==> src/design/hvd_pkg.sv <==
package hvd_pkg;

  // Field widths fixed by the external interface.
  localparam int HEAD_W   = 15;
  localparam int TREND_W  = 8;
  localparam int VOTE_W   = 8;
  localparam int SECTORS  = 8;
  localparam int SECT_W   = 3;

  // Defaults for the top-level parameters.
  localparam int CORDIC_ITERATIONS_DEF = 14;
  localparam int ANGLE_FRAC_BITS_DEF   = 12;

  // Reset value of the vote limit register.
  localparam logic [VOTE_W-1:0] LIMIT_RESET = 8'd10;

  // Datapath widths of the vectoring unit.
  localparam int XY_W       = 38;
  localparam int Z_W        = 34;
  localparam int ITER_IDX_W = 5;
  localparam int UNIT_SHIFT = 24;

  localparam longint PI_Q30      = 64'sd3373259426;
  localparam longint HALF_PI_Q30 = 64'sd1686629713;
  localparam longint RT_HALF_Q24 = 64'sd11863283;

  // Packed bank of the eight sector counters.
  typedef logic [SECTORS-1:0][VOTE_W-1:0] vote_arr_t;

  // Commands from the sequencer to the vote bank.
  typedef struct packed {
    logic              update;
    logic              decay;
    logic              rise;
    logic              fall;
    logic [SECT_W-1:0] sector;
  } vote_ctl_t;

  // Commands from the sequencer to the vectoring unit.
  typedef struct packed {
    logic                  load;
    logic                  pre;
    logic                  iter;
    logic [ITER_IDX_W-1:0] idx;
  } cordic_ctl_t;

  // Sector bound m*pi/8 with the given fraction bits, rounded to nearest.
  function automatic longint sector_bound(input int m, input int frac);
    longint v;
    int     s;
    s = 33 - frac;
    v = longint'(m) * PI_Q30 + (longint'(1) <<< (s - 1));
    return v >>> s;
  endfunction

  // Arctangent of 2^-i in radians with 30 fraction bits.
  function automatic logic signed [Z_W-1:0] atan_q30(input logic [ITER_IDX_W-1:0] i);
    logic signed [Z_W-1:0] r;
    case (i)
      5'd0:    r = 34'sd843314857;
      5'd1:    r = 34'sd497837829;
      5'd2:    r = 34'sd263043837;
      5'd3:    r = 34'sd133525159;
      5'd4:    r = 34'sd67021687;
      5'd5:    r = 34'sd33543516;
      5'd6:    r = 34'sd16775851;
      5'd7:    r = 34'sd8388437;
      5'd8:    r = 34'sd4194283;
      5'd9:    r = 34'sd2097149;
      5'd10:   r = 34'sd1048576;
      5'd11:   r = 34'sd524288;
      5'd12:   r = 34'sd262144;
      5'd13:   r = 34'sd131072;
      5'd14:   r = 34'sd65536;
      5'd15:   r = 34'sd32768;
      5'd16:   r = 34'sd16384;
      5'd17:   r = 34'sd8192;
      5'd18:   r = 34'sd4096;
      5'd19:   r = 34'sd2048;
      default: r = '0;
    endcase
    return r;
  endfunction

endpackage

==> src/design/hvd_if.sv <==
// Input item channel: beacon heading and signal trend.
interface hvd_item_if;
  logic                                 valid;
  logic                                 ready;
  logic signed [hvd_pkg::HEAD_W-1:0]    beacon_heading;
  logic signed [hvd_pkg::TREND_W-1:0]   signal_trend;

  modport source (output valid, output beacon_heading, output signal_trend, input ready);
  modport sink   (input valid, input beacon_heading, input signal_trend, output ready);
endinterface

// Result channel: estimated heading and vote presence flag.
interface hvd_result_if;
  logic                                 valid;
  logic                                 ready;
  logic signed [hvd_pkg::HEAD_W-1:0]    estimated_heading;
  logic                                 votes_present;

  modport source (output valid, output estimated_heading, output votes_present, input ready);
  modport sink   (input valid, input estimated_heading, input votes_present, output ready);
endinterface

// Configuration write channel for the vote limit register.
interface hvd_cfg_if;
  logic                                 valid;
  logic                                 ready;
  logic [hvd_pkg::VOTE_W-1:0]           vote_limit;

  modport source (output valid, output vote_limit, input ready);
  modport sink   (input valid, input vote_limit, output ready);
endinterface

==> src/design/heading_vote_direction_estimator.sv <==
// An accepted input transaction steps through the update, decay, sum, pre-rotation,
// iteration and finish states before its result is registered; a new item is taken
// only once the sequencer is back in idle. The single shared vectoring unit runs one
// micro-rotation per cycle.
// Reset (synchronous, active high) clears all sector counters, sets the vote limit to 10
// and empties the result register.
module heading_vote_direction_estimator #(
  parameter int CORDIC_ITERATIONS = hvd_pkg::CORDIC_ITERATIONS_DEF,
  parameter int ANGLE_FRAC_BITS   = hvd_pkg::ANGLE_FRAC_BITS_DEF
) (
  input  logic          clk,
  input  logic          rst,
  hvd_cfg_if.sink       cfg,
  hvd_item_if.sink      item,
  hvd_result_if.source  result
);

  typedef enum logic [6:0] {
    ST_IDLE   = 7'b0000001,
    ST_UPDATE = 7'b0000010,
    ST_DECAY  = 7'b0000100,
    ST_SUM    = 7'b0001000,
    ST_PRE    = 7'b0010000,
    ST_ITER   = 7'b0100000,
    ST_FIN    = 7'b1000000
  } state_t;

  localparam logic [hvd_pkg::ITER_IDX_W-1:0] LAST_IDX =
    hvd_pkg::ITER_IDX_W'(CORDIC_ITERATIONS - 1);

  state_t state, state_next;
  logic [hvd_pkg::ITER_IDX_W-1:0] idx;
  logic [hvd_pkg::VOTE_W-1:0] vote_limit;

  logic signed [hvd_pkg::HEAD_W-1:0]  heading;
  logic signed [hvd_pkg::TREND_W-1:0] trend;

  logic signed [31:0] hext;
  logic [6:0]         ge;
  logic               below;
  logic [hvd_pkg::SECT_W-1:0] sector;

  hvd_pkg::vote_ctl_t   vctl;
  hvd_pkg::cordic_ctl_t cctl;
  hvd_pkg::vote_arr_t   votes;
  logic                 any;
  logic signed [hvd_pkg::HEAD_W-1:0] angle;
  logic                 out_free;

  // Configuration register, always ready.
  assign cfg.ready = 1'b1;

  always_ff @(posedge clk) begin
    if (rst) begin
      vote_limit <= hvd_pkg::LIMIT_RESET;
    end else if (cfg.valid) begin
      vote_limit <= cfg.vote_limit;
    end
  end

  // Capture the input transaction.
  assign item.ready = (state == ST_IDLE);

  always_ff @(posedge clk) begin
    if (item.valid && item.ready) begin
      heading <= item.beacon_heading;
      trend   <= item.signal_trend;
    end
  end

  // Sector of the heading against odd multiples of pi/8.
  always_comb begin
    hext  = 32'(heading);
    below = hext < 32'(hvd_pkg::sector_bound(-7, ANGLE_FRAC_BITS));
    for (int k = 0; k < 7; k++) begin
      ge[k] = hext >= 32'(hvd_pkg::sector_bound(2 * k - 5, ANGLE_FRAC_BITS));
    end
    sector = '0;
    for (int k = 0; k < 7; k++) begin
      sector = sector + hvd_pkg::SECT_W'(ge[k]);
    end
    if (below) begin
      sector = 3'd7;
    end
  end

  // Commands to the vote bank and the vectoring unit.
  always_comb begin
    vctl.update = (state == ST_UPDATE);
    vctl.decay  = (state == ST_DECAY);
    vctl.rise   = (trend != '0) && !trend[hvd_pkg::TREND_W-1];
    vctl.fall   = trend[hvd_pkg::TREND_W-1];
    vctl.sector = sector;
    cctl.load   = (state == ST_SUM);
    cctl.pre    = (state == ST_PRE);
    cctl.iter   = (state == ST_ITER);
    cctl.idx    = idx;
  end

  assign out_free = !result.valid || result.ready;

  // Sequencer.
  always_comb begin
    state_next = state;
    case (state)
      ST_IDLE:   if (item.valid) state_next = ST_UPDATE;
      ST_UPDATE: state_next = ST_DECAY;
      ST_DECAY:  state_next = ST_SUM;
      ST_SUM:    state_next = ST_PRE;
      ST_PRE:    state_next = ST_ITER;
      ST_ITER:   if (idx == LAST_IDX) state_next = ST_FIN;
      ST_FIN:    if (out_free) state_next = ST_IDLE;
      default:   state_next = ST_IDLE;
    endcase
  end

  always_ff @(posedge clk) begin
    if (rst) begin
      state <= ST_IDLE;
      idx   <= '0;
    end else begin
      state <= state_next;
      if (state == ST_ITER) begin
        idx <= idx + hvd_pkg::ITER_IDX_W'(1);
      end else begin
        idx <= '0;
      end
    end
  end

  // Result register parts the output from the sequencer.
  always_ff @(posedge clk) begin
    if (rst) begin
      result.valid <= 1'b0;
    end else if (state == ST_FIN && out_free) begin
      result.valid <= 1'b1;
    end else if (result.ready) begin
      result.valid <= 1'b0;
    end
  end

  always_ff @(posedge clk) begin
    if (state == ST_FIN && out_free) begin
      result.estimated_heading <= angle;
      result.votes_present     <= any;
    end
  end

  hvd_votes u_votes (
    .clk   (clk),
    .rst   (rst),
    .ctl   (vctl),
    .limit (vote_limit),
    .votes (votes),
    .any   (any)
  );

  hvd_cordic #(
    .ANGLE_FRAC_BITS (ANGLE_FRAC_BITS)
  ) u_cordic (
    .clk   (clk),
    .ctl   (cctl),
    .votes (votes),
    .angle (angle)
  );

endmodule

==> src/design/hvd_votes.sv <==
module hvd_votes (
  input  logic                         clk,
  input  logic                         rst,
  input  hvd_pkg::vote_ctl_t           ctl,
  input  logic [hvd_pkg::VOTE_W-1:0]   limit,
  output hvd_pkg::vote_arr_t           votes,
  output logic                         any
);

  hvd_pkg::vote_arr_t votes_next;
  logic [hvd_pkg::SECT_W-1:0] opposite;
  logic [hvd_pkg::SECTORS-1:0] over;
  logic exceed;

  assign opposite = ctl.sector + 3'd4;

  // Any counter above the limit triggers a decay of all nonzero counters.
  always_comb begin
    for (int i = 0; i < hvd_pkg::SECTORS; i++) begin
      over[i] = votes[i] > limit;
    end
    exceed = |over;
  end

  // Per-counter next value: saturating vote update or decay.
  always_comb begin
    votes_next = votes;
    for (int i = 0; i < hvd_pkg::SECTORS; i++) begin
      if (ctl.update) begin
        if ((ctl.rise && ctl.sector == 3'(i)) || (ctl.fall && opposite == 3'(i))) begin
          if (votes[i] != 8'hFF) begin
            votes_next[i] = votes[i] + 8'd1;
          end
        end else if ((ctl.rise && opposite == 3'(i)) || (ctl.fall && ctl.sector == 3'(i))) begin
          if (votes[i] != 8'h00) begin
            votes_next[i] = votes[i] - 8'd1;
          end
        end
      end else if (ctl.decay && exceed) begin
        if (votes[i] != 8'h00) begin
          votes_next[i] = votes[i] - 8'd1;
        end
      end
    end
  end

  always_ff @(posedge clk) begin
    if (rst) begin
      votes <= '0;
    end else begin
      votes <= votes_next;
    end
  end

  assign any = |votes;

endmodule

==> src/design/hvd_cordic.sv <==
module hvd_cordic #(
  parameter int ANGLE_FRAC_BITS = hvd_pkg::ANGLE_FRAC_BITS_DEF
) (
  input  logic                               clk,
  input  hvd_pkg::cordic_ctl_t               ctl,
  input  hvd_pkg::vote_arr_t                 votes,
  output logic signed [hvd_pkg::HEAD_W-1:0]  angle
);

  localparam int XW = hvd_pkg::XY_W;
  localparam int ZW = hvd_pkg::Z_W;
  localparam int RS = 30 - ANGLE_FRAC_BITS;
  localparam logic signed [25:0] RT = 26'(hvd_pkg::RT_HALF_Q24);
  localparam logic signed [ZW:0] RND = (ZW+1)'(longint'(1) <<< (RS - 1));
  localparam logic signed [ZW-1:0] HALF_PI = ZW'(hvd_pkg::HALF_PI_Q30);

  logic signed [XW-1:0] x, y;
  logic signed [ZW-1:0] z;
  logic                 zero_vec;

  logic signed [9:0]  ax, ay;
  logic signed [10:0] bx, by;
  logic signed [35:0] px, py;
  logic signed [XW-1:0] xs, ys;
  logic signed [ZW:0]   zr, zsh;

  // Axis and diagonal vote differences of the weighted vector sum.
  always_comb begin
    ax = $signed({2'b00, votes[3]}) - $signed({2'b00, votes[7]});
    ay = $signed({2'b00, votes[5]}) - $signed({2'b00, votes[1]});
    bx = $signed({3'b000, votes[2]}) + $signed({3'b000, votes[4]})
       - $signed({3'b000, votes[0]}) - $signed({3'b000, votes[6]});
    by = $signed({3'b000, votes[4]}) + $signed({3'b000, votes[6]})
       - $signed({3'b000, votes[0]}) - $signed({3'b000, votes[2]});
    px = 36'(bx) * 36'(RT);
    py = 36'(by) * 36'(RT);
  end

  assign xs = x >>> ctl.idx;
  assign ys = y >>> ctl.idx;

  // Shared vectoring datapath: load, quadrant fold, then one micro-rotation a cycle.
  always_ff @(posedge clk) begin
    if (ctl.load) begin
      x <= (XW'(ax) <<< hvd_pkg::UNIT_SHIFT) + XW'(px);
      y <= (XW'(ay) <<< hvd_pkg::UNIT_SHIFT) + XW'(py);
    end else if (ctl.pre) begin
      zero_vec <= (x == '0) && (y == '0);
      if (x < 0) begin
        if (y >= 0) begin
          x <= y;
          y <= -x;
          z <= HALF_PI;
        end else begin
          x <= -y;
          y <= x;
          z <= -HALF_PI;
        end
      end else begin
        z <= '0;
      end
    end else if (ctl.iter) begin
      if (y > 0) begin
        x <= x + ys;
        y <= y - xs;
        z <= z + hvd_pkg::atan_q30(ctl.idx);
      end else begin
        x <= x - ys;
        y <= y + xs;
        z <= z - hvd_pkg::atan_q30(ctl.idx);
      end
    end
  end

  // Round the angle to the output format, ties toward plus infinity.
  always_comb begin
    zr  = $signed({z[ZW-1], z}) + RND;
    zsh = zr >>> RS;
    angle = zero_vec ? '0 : zsh[hvd_pkg::HEAD_W-1:0];
  end

endmodule

==> src/flat_wrapper.sv <==
// flat-port wrapper written by rule: the top's interface ports become plain ports
module heading_vote_direction_estimator_flat 
#(
  parameter int CORDIC_ITERATIONS = hvd_pkg::CORDIC_ITERATIONS_DEF,
  parameter int ANGLE_FRAC_BITS   = hvd_pkg::ANGLE_FRAC_BITS_DEF
)
  (clk, rst, cfg_valid, cfg_vote_limit, cfg_ready, item_valid, item_beacon_heading, item_signal_trend, item_ready, result_valid, result_estimated_heading, result_votes_present, result_ready);
  hvd_cfg_if cfg_i ();
  hvd_item_if item_i ();
  hvd_result_if result_i ();
  input  logic clk;
  input  logic rst;
  input wire logic [$bits(cfg_i.valid)-1:0] cfg_valid;
  input wire logic [$bits(cfg_i.vote_limit)-1:0] cfg_vote_limit;
  output wire logic [$bits(cfg_i.ready)-1:0] cfg_ready;
  input wire logic [$bits(item_i.valid)-1:0] item_valid;
  input wire logic [$bits(item_i.beacon_heading)-1:0] item_beacon_heading;
  input wire logic [$bits(item_i.signal_trend)-1:0] item_signal_trend;
  output wire logic [$bits(item_i.ready)-1:0] item_ready;
  output wire logic [$bits(result_i.valid)-1:0] result_valid;
  output wire logic [$bits(result_i.estimated_heading)-1:0] result_estimated_heading;
  output wire logic [$bits(result_i.votes_present)-1:0] result_votes_present;
  input wire logic [$bits(result_i.ready)-1:0] result_ready;
  assign cfg_i.valid = cfg_valid;
  assign cfg_i.vote_limit = cfg_vote_limit;
  assign cfg_ready = cfg_i.ready;
  assign item_i.valid = item_valid;
  assign item_i.beacon_heading = item_beacon_heading;
  assign item_i.signal_trend = item_signal_trend;
  assign item_ready = item_i.ready;
  assign result_valid = result_i.valid;
  assign result_estimated_heading = result_i.estimated_heading;
  assign result_votes_present = result_i.votes_present;
  assign result_i.ready = result_ready;
  heading_vote_direction_estimator #(.CORDIC_ITERATIONS(CORDIC_ITERATIONS), .ANGLE_FRAC_BITS(ANGLE_FRAC_BITS)) u_core (.clk(clk), .rst(rst), .cfg(cfg_i), .item(item_i), .result(result_i));
endmodule
==> config.mk <==
export PLATFORM = sky130hd
export DESIGN_NAME = heading_vote_direction_estimator_flat
export DESIGN_NICKNAME = d
export VERILOG_FILES = /design/src/design/hvd_pkg.sv /design/src/design/hvd_if.sv /design/src/design/heading_vote_direction_estimator.sv /design/src/design/hvd_votes.sv /design/src/design/hvd_cordic.sv /design/src/flat_wrapper.sv
export SDC_FILE = /design/constraint.sdc
export NUM_CORES = 2
export LEC_CHECK = 0
export ABC_CLOCK_PERIOD_IN_PS = 11600
export BUFFER_PORTS_ARGS = -buffer_cell sky130_fd_sc_hd__buf_2
export CAP_MARGIN = 20
export CELL_PAD_IN_SITES_DETAIL_PLACEMENT = 1
export CELL_PAD_IN_SITES_GLOBAL_PLACEMENT = 1
export CORE_UTILIZATION = 45
export DETAILED_ROUTE_END_ITERATION = 16
export PLACE_DENSITY = 0.81
export SLEW_MARGIN = 25
export SYNTH_ARGS = -nofsm -noshare
export SYNTH_HDL_FRONTEND = slang
export SYNTH_SLANG_ARGS = --single-unit
==> constraint.sdc <==
create_clock -name clk -period 11.6 [get_ports clk]
set_input_delay 1.74 -clock clk [delete_from_list [all_inputs] [get_ports clk]]
set_output_delay 1.74 -clock clk [all_outputs]
set_load 0.01 [all_outputs]
==> metrics <==
status completed; Starting DRT DRC Count 3549; H-tree depth 2; fin util 48.25%; global route hottest layer met2; Slew @ Worst Pin 1.007 ns; slowest stage delay, CP 0.55 ns; number of I/O port buffers 53; Final Skew 0.03653 ns; Hold Fails Final Rpt 0; Num CTS Buffers 36; reg2reg setup slack 1.63 ns; clock root cell clkbuf_16; Max Slew Vio Count 0; endpoint type of the worst setup path register; Die W 306.8 µm; grt met2 use 53.24%; DRC violations left 0; synthesized area per cell 8.271 µm²; Seq cells post-synth 263; post-synthesis to final-layout area growth 5.960%; Async SR Flop Fraction 0%; CTS tree done; cell family with most CP delay adder cells; Initial Util 45.53%; vias in the first global route 40830; I/O pin count 55; Die Area 94110 µm²; top_reg_cell synth edfxtp_1; Worst-path clk slew 0.07 ns; Synth area leaders ha_1 (15%), edfxtp_1 (11%), fa_1 (7.9%); via count 39860; Post-synth EDFFs 149; post_cts resized 0; part of the cycle the worst path needs 85.99%; Clock Sinks 263; Synth Warn # 0; met3 GRT Util 5.183%; CP max-delay cell dfxtp_1; max-cap violations 0; postcts setup bufs 0; FMAX 0.1003 GHz; clock buffer depth 3; DRT antenna net count 0; fillers 11040; hpwl dp 120200 µm; Die Y 306.8 µm; met1 Use GR 41.39%; WP data arrival 10.31 ns; final WL 154300 µm; Startpoint Class register; Critical Path RT 11.93 ns; count leader, synth ha_1; Seq/Total Area, Yosys 16.16%; critical path class reg2reg; DRT Pass-1 Iters 8; Critical Path Fanout Max 10; Hold Buf Count CTS 0; TNS Setup 0 ns; Vias/cell 6.397; Tmin final 9.975 ns; cells after synthesis 5054; Synth top cells by count ha_1 (490), inv_1 (473), nand2_1 (383), a21oi_1 (382), nor2_1 (372); final setup violation count 0; Placer Congestion 0.9797; wire per inst 24.77 µm; library cells used by synthesis 102; area of the multi-input gates 32230 µm²; register area 6770 µm²; syn nets 5744; critical path startpoint u_core.u_votes.votes[17]; Critical R2R Launch u_core.u_votes.votes[17]; global route overflow 0; dominant cell type by area after synthesis ha_1; area fraction of the dominant cell type after synthesis 14.67%; ratio of cells with drive above 1 in the final layout 7.802%; largest net degree at the start of global routing 153; site row count 111; initial antenna violation count 2; Hold Startpoint u_core.vote_limit[6]; total track usage 32.33%; Slew HR 32.62%; Crit path buffers/inverters 5; first-pass GRT wire length 238700 µm; Post-Syn Area 41800 µm²; Hold Crit Class reg2reg; Post-layout nets 5649; clk_lat worst skew 0.60 ns; core box area 91800 µm²; unrepaired setup endpoints after global routing no
routing by layer:
layer / share of wire [%] / up-vias
met1: 42 / 19880
met2: 47 / 1472
met5: 0 / -
li1: - / 18120
met3: 7.1 / 391
met4: 4.8 / 0
area by class of cell:
cell class / instances / area share (%)
well taps: 1243 / 3.511
flip-flops and latches: 263 / 15.29
multi-input cells: 4064 / 72.76
clock buffers: 49 / 2.305
clock inverters: 16 / 0.3418
inverters: 476 / 4.037
diodes: 1 / 0.005650
repair buffers: 118 / 1.757
layout by cell type (no fill, tap or decap), types with 74 or more instances in the layout:
master	n
nor2_1	371
edfxtp_1	149
nor3_1	105
xor2_1	171
dfxtp_1	109
inv_1	472
mux4_2	94
nand3_1	117
ha_1	490
a21oi_1	379
mux2i_1	74
nand2_1	383
fa_1	164
o21ai_0	300
a21o_1	124
xnor2_1	217
through the flow:
step | setup WS (ns) | cells | hold slack [ns] | area [µm²]
6_report | 1.625 | 6230 | 0.5009 | 44290
5_1_grt | 0.9487 | 6230 | 0.5378 | 44290
4_1_cts | 1.635 | 6228 | 0.5057 | 44260
3_5_place_dp | 1.756 | 6163 | 0.4890 | 43090
3_3_place_gp | 1.991 | 6163 | 0.4785 | 43090
2_1_floorplan | 2.964 | 5054 | 0.4604 | 41800
worst register-to-register path, delay by kind of cell, from the launching register on:
kind | cells | cell delay (ns)
AND/OR/NAND/NOR | 6 | 1.53
adder cells (fa/ha/maj) | 9 | 3.66
flip-flops | 1 | 0.55
buffers and inverters | 5 | 0.69
XOR/XNOR | 3 | 0.80
AO/OA/AOI/OAI | 12 | 2.50
worst paths after layout:
check                                             end  depth (start not counted)
worst max-delay path            u_core.u_cordic.x[37]                         35
worst min-delay path             u_core.vote_limit[6]                          2
worst max register to register  u_core.u_cordic.x[37]                         35
worst min register to register   u_core.vote_limit[6]                          2
kinds of logic (layout without fill, tap and decap cells):
family / Yosys count / count (layout) / synth area share (%)
AO/OA/AOI/OAI: 1398 / 1398 / 21.64
XOR/XNOR: 388 / 388 / 8.130
adder cells (fa/ha/maj): 654 / 654 / 22.52
buffers and inverters: 727 / 659 / 6.878
flip-flops: 263 / 263 / 16.16
multiplexers: 221 / 221 / 8.279
other: 1 / 2 / 0.008971
AND/OR/NAND/NOR: 1402 / 1402 / 16.38
Power is left out: the tool's default activity adds up to more than one toggle a clock period on the data nets, which glitch-free logic cannot reach.
